==> config.mk <==
export PLATFORM = sky130hd
export DESIGN_NAME = falu_div_step
export DESIGN_NICKNAME = d
export VERILOG_FILES = /design/src/hw/rtl/falu_pkg.sv /design/src/hw/rtl/falu_div_step.sv
export SDC_FILE = /design/constraint.sdc
export NUM_CORES = 1
export LEC_CHECK = 0
export ABC_AREA = 1
export ABC_CLOCK_PERIOD_IN_PS = 6600
export CORE_ASPECT_RATIO = 1.25
export CORE_MARGIN = 3
export CORE_UTILIZATION = 40
export DETAILED_ROUTE_END_ITERATION = 10
export DONT_BUFFER_PORTS = 1
export GPL_TIMING_DRIVEN = 0
export PLACE_DENSITY = 0.6
export SLEW_MARGIN = 10
export SYNTH_ARGS = -nofsm -noshare
export SYNTH_HDL_FRONTEND = slang
export SYNTH_SLANG_ARGS = --single-unit
==> constraint.sdc <==
create_clock -name vclk -period 6.6
set_input_delay 1.65 -clock vclk [all_inputs]
set_output_delay 1.65 -clock vclk [all_outputs]
set_load 0.005 [all_outputs]
==> src/hw/rtl/falu_pkg.sv <==
// Shared types and constants for the Q24.8 fixed-point ALU.
`default_nettype none
package falu_pkg;

    localparam int FRAC_BITS_DEF = 8;
    localparam int WORD_W        = 32;

    typedef enum logic [3:0] {
        OP_ADD      = 4'd0,
        OP_SUB      = 4'd1,
        OP_MUL      = 4'd2,
        OP_DIV      = 4'd3,
        OP_MIN      = 4'd4,
        OP_MAX      = 4'd5,
        OP_INC      = 4'd6,
        OP_DEC      = 4'd7,
        OP_TO_INT   = 4'd8,
        OP_FROM_INT = 4'd9
    } alu_op_t;

endpackage
`default_nettype wire

==> src/hw/rtl/falu_div_step.sv <==
// One restoring-division step: brings in one dividend bit, yields one quotient bit.
`default_nettype none
module falu_div_step
    import falu_pkg::*;
#(
    parameter int DW = WORD_W + FRAC_BITS_DEF
) (
    input  wire logic [WORD_W-1:0] rem_i,
    input  wire logic [DW-1:0]     work_i,
    input  wire logic [WORD_W-1:0] dvsr_i,
    output logic      [WORD_W-1:0] rem_o,
    output logic      [DW-1:0]     work_o
);

    logic [WORD_W:0] trial;
    logic [WORD_W:0] diff;
    logic            q_bit;

    // work holds remaining dividend bits on top, quotient bits shift in below
    always_comb begin
        trial  = {rem_i, work_i[DW-1]};
        diff   = trial - {1'b0, dvsr_i};
        q_bit  = (trial >= {1'b0, dvsr_i});
        rem_o  = q_bit ? diff[WORD_W-1:0] : trial[WORD_W-1:0];
        work_o = {work_i[DW-2:0], q_bit};
    end

endmodule
`default_nettype wire

==> impl_metrics.csv, run 1 <==
group,metric,value,unit
routing,initialDrtViolationCount,125,
floorplan,ios,176,
timing,finalSetupViolCount,0,
timing,hold_slack,3.38,ns
critical_path,critPathKind,"in -> out",
logic_synthesis,yosys_warnings,0,
power,leakagePower,2.40,nW
logic_synthesis,yosysSeqAreaShare,0,%
floorplan,fp.dieArea,9900,um^2
timing,tns,0,ns
worst_hold_path,worstHoldPathType,"in -> out",
critical_path,start_kind,"primary input",
routing,wl,10500,um
routing,via_per_inst,4.72,
power,pwr-share-clk,0,%
finish,fin_nets,831,
finish,seq_cells,0,
critical_path,cp.arrival,3.44,ns
timing,final_hold_viol_count,0,
critical_path,path_max_fanout,3,
power,pwr-share-comb,100.0,%
clocking,cts_hold_buffers,0,
routing,wl_per_cell,13.0,um
place,hpwl,9320,um
global_route,antenna_found_initial,0,
finish,stdcell_area,3640,um^2
timing,slew_headroom,75.4,%
timing,fin_crit_sh,77.1,%
timing,rsz0062_at_grt,"no",
power,seq_power_share,0,%
logic_synthesis,synth_top_area_share,29.8,%
clocking,cts_setup_buffers,0,
job,cap_violations,0,
floorplan,core,8380,um^2
finish,nClkBuffers,0,
outcome,status,"completed",
finish,syn_to_final_growth,4.19,%
logic_synthesis,yosys-top-cells-area,"nand2_1, inv_1, ha_1, buf_4, nand3_1",
logic_synthesis,synth_nets,829,
finish,fin_util,43.4,%
logic_synthesis,syn_area,3490,um^2
global_route,first_global_vias,3452,
timing,maxSlewViolCount,0,
timing,worst_pin_slew,0.367,ns
finish,insertedDiodeCount,0,
power,p_switching,203,uW
timing,setup_slack,1.51,ns
power,ir_worst_vdd,33.4,uV
logic_synthesis,yosys.cell_types.count,30,
place,portBuffers,0,
logic_synthesis,synth_area_leader_cell,"nand2_1",
finish,final-seq-area,0,um^2
routing,vias,3816,
timing,fmax,196,MHz
floorplan,die_h,110,um
floorplan,rows,37,
routing,dr.pass1.iters,6,
clocking,cts_resized,0,
power,internal_power,118,uW
place,place.gp.congestion,0.889,
logic_synthesis,syn-mean-instance-area,5.05,um^2
logic_synthesis,syn_inst,692,
critical_path,end_kind,"output port",
routing,final_antenna_net_count,0,
power,powerDensity,88.1,nW/um^2
global_route,grt_max_degree,11,
global_route,grt_overflow,0,
global_route,grt_pass1_wl,16300,um
floorplan,initial_core_util,41.7,%
timing,period_needed,5.09,ns
critical_path,crit_required,4.95,ns
finish,drive_above_1_share,11.8,%
routing,drc,0,
floorplan,fp.dieW,89.6,um
global_route,grtUsageTotal,20.1,%
place,pre_cts_slack,1.50,ns
power,swShare,63.3,%
place,place_area,3640,um^2
## final timing paths
kind / startpoint / end / slack (ns) / depth (start not counted)
worst max-delay path: work_i[39] / rem_o[28] / 1.51 / 13
worst min-delay path: work_i[15] / work_o[16] / 3.38 / 1
## placed cells by master (no fill, tap or decap), drive strengths merged
master,netlist,final
nor3,8,8
o21ai,2,2
xor2,13,13
and2,8,8
fa,1,1
or2,1,1
o21bai,1,1
inv,152,152
buf,50,50
nand4,2,2
xnor2,1,1
a21oi,21,21
nand3b,10,10
nor2,40,40
nand2,282,282
ha,32,32
nand3,68,68
## Yosys cell counts
library cell	count
nand2_1	277
inv_1	149
nand3_1	52
buf_4	40
nor2_1	35
ha_1	32
a21oi_1	20
nand3_2	16
xor2_1	13
nand3b_1	10
and2_1	8
buf_2	7
nor3_1	6
nor2_2	4
inv_2	3
nand2_2	3
nand4_1	2
nor3_2	2
o21ai_0	2
a21oi_2	1
buf_12	1
buf_6	1
buf_8	1
fa_1	1
nand2_4	1
nand2_8	1
nor2_4	1
o21bai_1	1
or2_1	1
xnor2_1	1
## logic make-up (layout without fill, tap and decap cells)
logic type | after synthesis | in the layout | synth area share [%]
simple gates | 419 | 419 | 53.6
buf+inv | 202 | 202 | 27.3
fa+ha+maj | 33 | 33 | 12.0
compound gates | 24 | 24 | 3.62
xor+xnor | 14 | 14 | 3.51
## critical path: stages
cell,delay [ns]
inv_1,0.03
ha_1,0.21
fa_1,0.42
inv_1,0.13
nand3_1,0.08
nand3_1,0.17
nand3_1,0.09
nand2_1,0.19
nand2_1,0.17
nand2_1,0.10
nand2_1,0.06
nand3_2,0.07
nand2_1,0.07
## stage by stage
step                total power [mW]  cells
finish                         0.321    809
CTS                            0.324    809
detailed placement             0.322    809
global route                   0.366    809
global placement               0.320    809
floorplan                      0.256    692
## power by group through the flow
stage / sequential (mW) / clock [mW] / combinational (mW)
floorplan: 0 / 0 / 0.256
global placement: 0 / 0 / 0.320
detailed placement: 0 / 0 / 0.322
CTS: 0 / 0 / 0.324
global route: 0 / 0 / 0.366
finish: 0 / 0 / 0.321
## layout make-up
cell class | instances | area [um^2]
Fill cell | 1025 | 4740
Tap cell | 117 | 146
Inverter | 152 | 571
Buffer | 50 | 382
Multi-Input combinational cell | 490 | 2540
## per-layer routing
layer	global-route usage, %	vias up	wire, um
met5	0	-	0
met4	1.49	0	99
met3	0.522	4	628
met2	35.1	149	4940
met1	28.2	1634	4860
li1	-	2029	-
(Power assumes the default switching activity.)
==> run 2, diff against run 1 <==
Settings changed: ABC_CLOCK_PERIOD_IN_PS 6600 to 4100, PLACE_DENSITY 0.6 to 0.62.
Clock period 6.6 ns to 4.1 ns, I/O delays scaled along.
==> run 2 against run 1 <==
Against the previous run:
- combinational power is 60% higher
- non-clock buffer count is the same
- first-iteration DRC count rose by 3.2%
- sequential share of layout area stayed put
- sequential cell count did not move
- final cell count did not move
- count of clock-buffer cells in the layout stayed put
- critical path depth is the same
==> impl_metrics.csv, run 2 (synthesized netlist as in run 1, its figures left out) <==
group,metric,value,unit
floorplan,fp.dieArea,9900,um^2
place,place.gp.congestion,0.903,
finish,instances_no_fill,809,
critical_path,critPathKind,"in -> out",
finish,final-seq-area,0,um^2
finish,drive_above_1_share,11.8,%
routing,wl,10200,um
routing,wl_per_cell,12.6,um
place,place_area,3640,um^2
clocking,cts_resized,0,
finish,fin_util,43.4,%
finish,fill_cells,998,
timing,final_hold_viol_count,0,
routing,final_antenna_net_count,0,
critical_path,end_kind,"output port",
timing,hold_slack,2.13,ns
routing,initialDrtViolationCount,129,
clocking,cts_hold_buffers,0,
timing,worst_pin_slew,0.355,ns
routing,dr.pass1.iters,4,
power,powerDensity,141,nW/um^2
place,portBuffers,0,
floorplan,fp.dieW,89.6,um
timing,finalSetupViolCount,0,
floorplan,ios,176,
finish,final_common_cell,"nand2_1",
global_route,grtUsageTotal,19.7,%
floorplan,die_h,110,um
floorplan,initial_core_util,41.7,%
timing,fmax,263,MHz
power,ir_worst_vdd,46.3,uV
timing,rsz0062_at_grt,"no",
place,hpwl,9070,um
worst_hold_path,worstHoldPathType,"in -> out",
routing,via_per_inst,4.66,
routing,drc,0,
timing,slew_headroom,76.4,%
global_route,first_global_vias,3498,
routing,vias,3767,
clocking,cts_setup_buffers,0,
finish,nClkBuffers,0,
global_route,antenna_found_initial,0,
floorplan,core,8380,um^2
critical_path,crit_required,3.07,ns
finish,stdcell_area,3640,um^2
critical_path,start_kind,"primary input",
timing,period_needed,3.80,ns
power,leakagePower,2.40,nW
floorplan,rows,37,
place,pre_cts_slack,0.281,ns
finish,fin_nets,831,
power,power.total,512,uW
global_route,grt_pass1_wl,16100,um
outcome,status,"completed",
finish,final_cell_mix,"nand2_1, inv_1, nand3_1, buf_4, nor2_1",
timing,setup_slack,0.296,ns
finish,syn_to_final_growth,4.19,%
timing,maxSlewViolCount,0,
critical_path,path_max_fanout,10,
timing,fin_crit_sh,92.8,%
critical_path,cp.arrival,2.78,ns
timing,tns,0,ns
global_route,grt_overflow,0,
finish,seq_cells,0,
place,dp_cells,809,
job,cap_violations,0,
finish,insertedDiodeCount,0,
global_route,grt_max_degree,11,
run 2: cell counts in the layout (fill, tap and decap cells not counted):
No cell type changed its count.
run 2: routing by layer:
layer / vias to the layer above / track usage, % / part of all wire (%)
met3: 8 / 1.12 / 6.1
met2: 127 / 34.3 / 47
li1: 2035 / - / -
met1: 1597 / 27.0 / 45
met5: - / 0 / 0
met4: 0 / 2.18 / 1.2
run 2: power breakdown:
group | internal, mW | switching, mW | leakage, nW
clock network | 0 | 0 | 0
logic | 0.189 | 0.322 | 2.40
registers | 0 | 0 | 0
run 2: final timing paths:
kind	from	end	slack, ns	cells past startpoint
setup / recovery	dvsr_i[23]	rem_o[19]	0.30	13
hold / removal	work_i[5]	work_o[6]	2.13	1
run 2: critical path, stage by stage:
cell and delay (ns):
inv_1 0.03, ha_1 0.37, nand2_1 0.13, nor2_1 0.21, nand2_1 0.13, nor2_2 0.17, nand2_1 0.07, nand3_1 0.13
nor2_4 0.08, nand2_8 0.11, buf_12 0.16, nand3_2 0.08, nand2_1 0.09
run 2: cell type report:
cell class	instances	area, um^2	share of cell area (%)
tap	117	146	4.02
buffer	50	382	10.5
multi-input combinational	490	2540	69.8
inverter	152	571	15.7
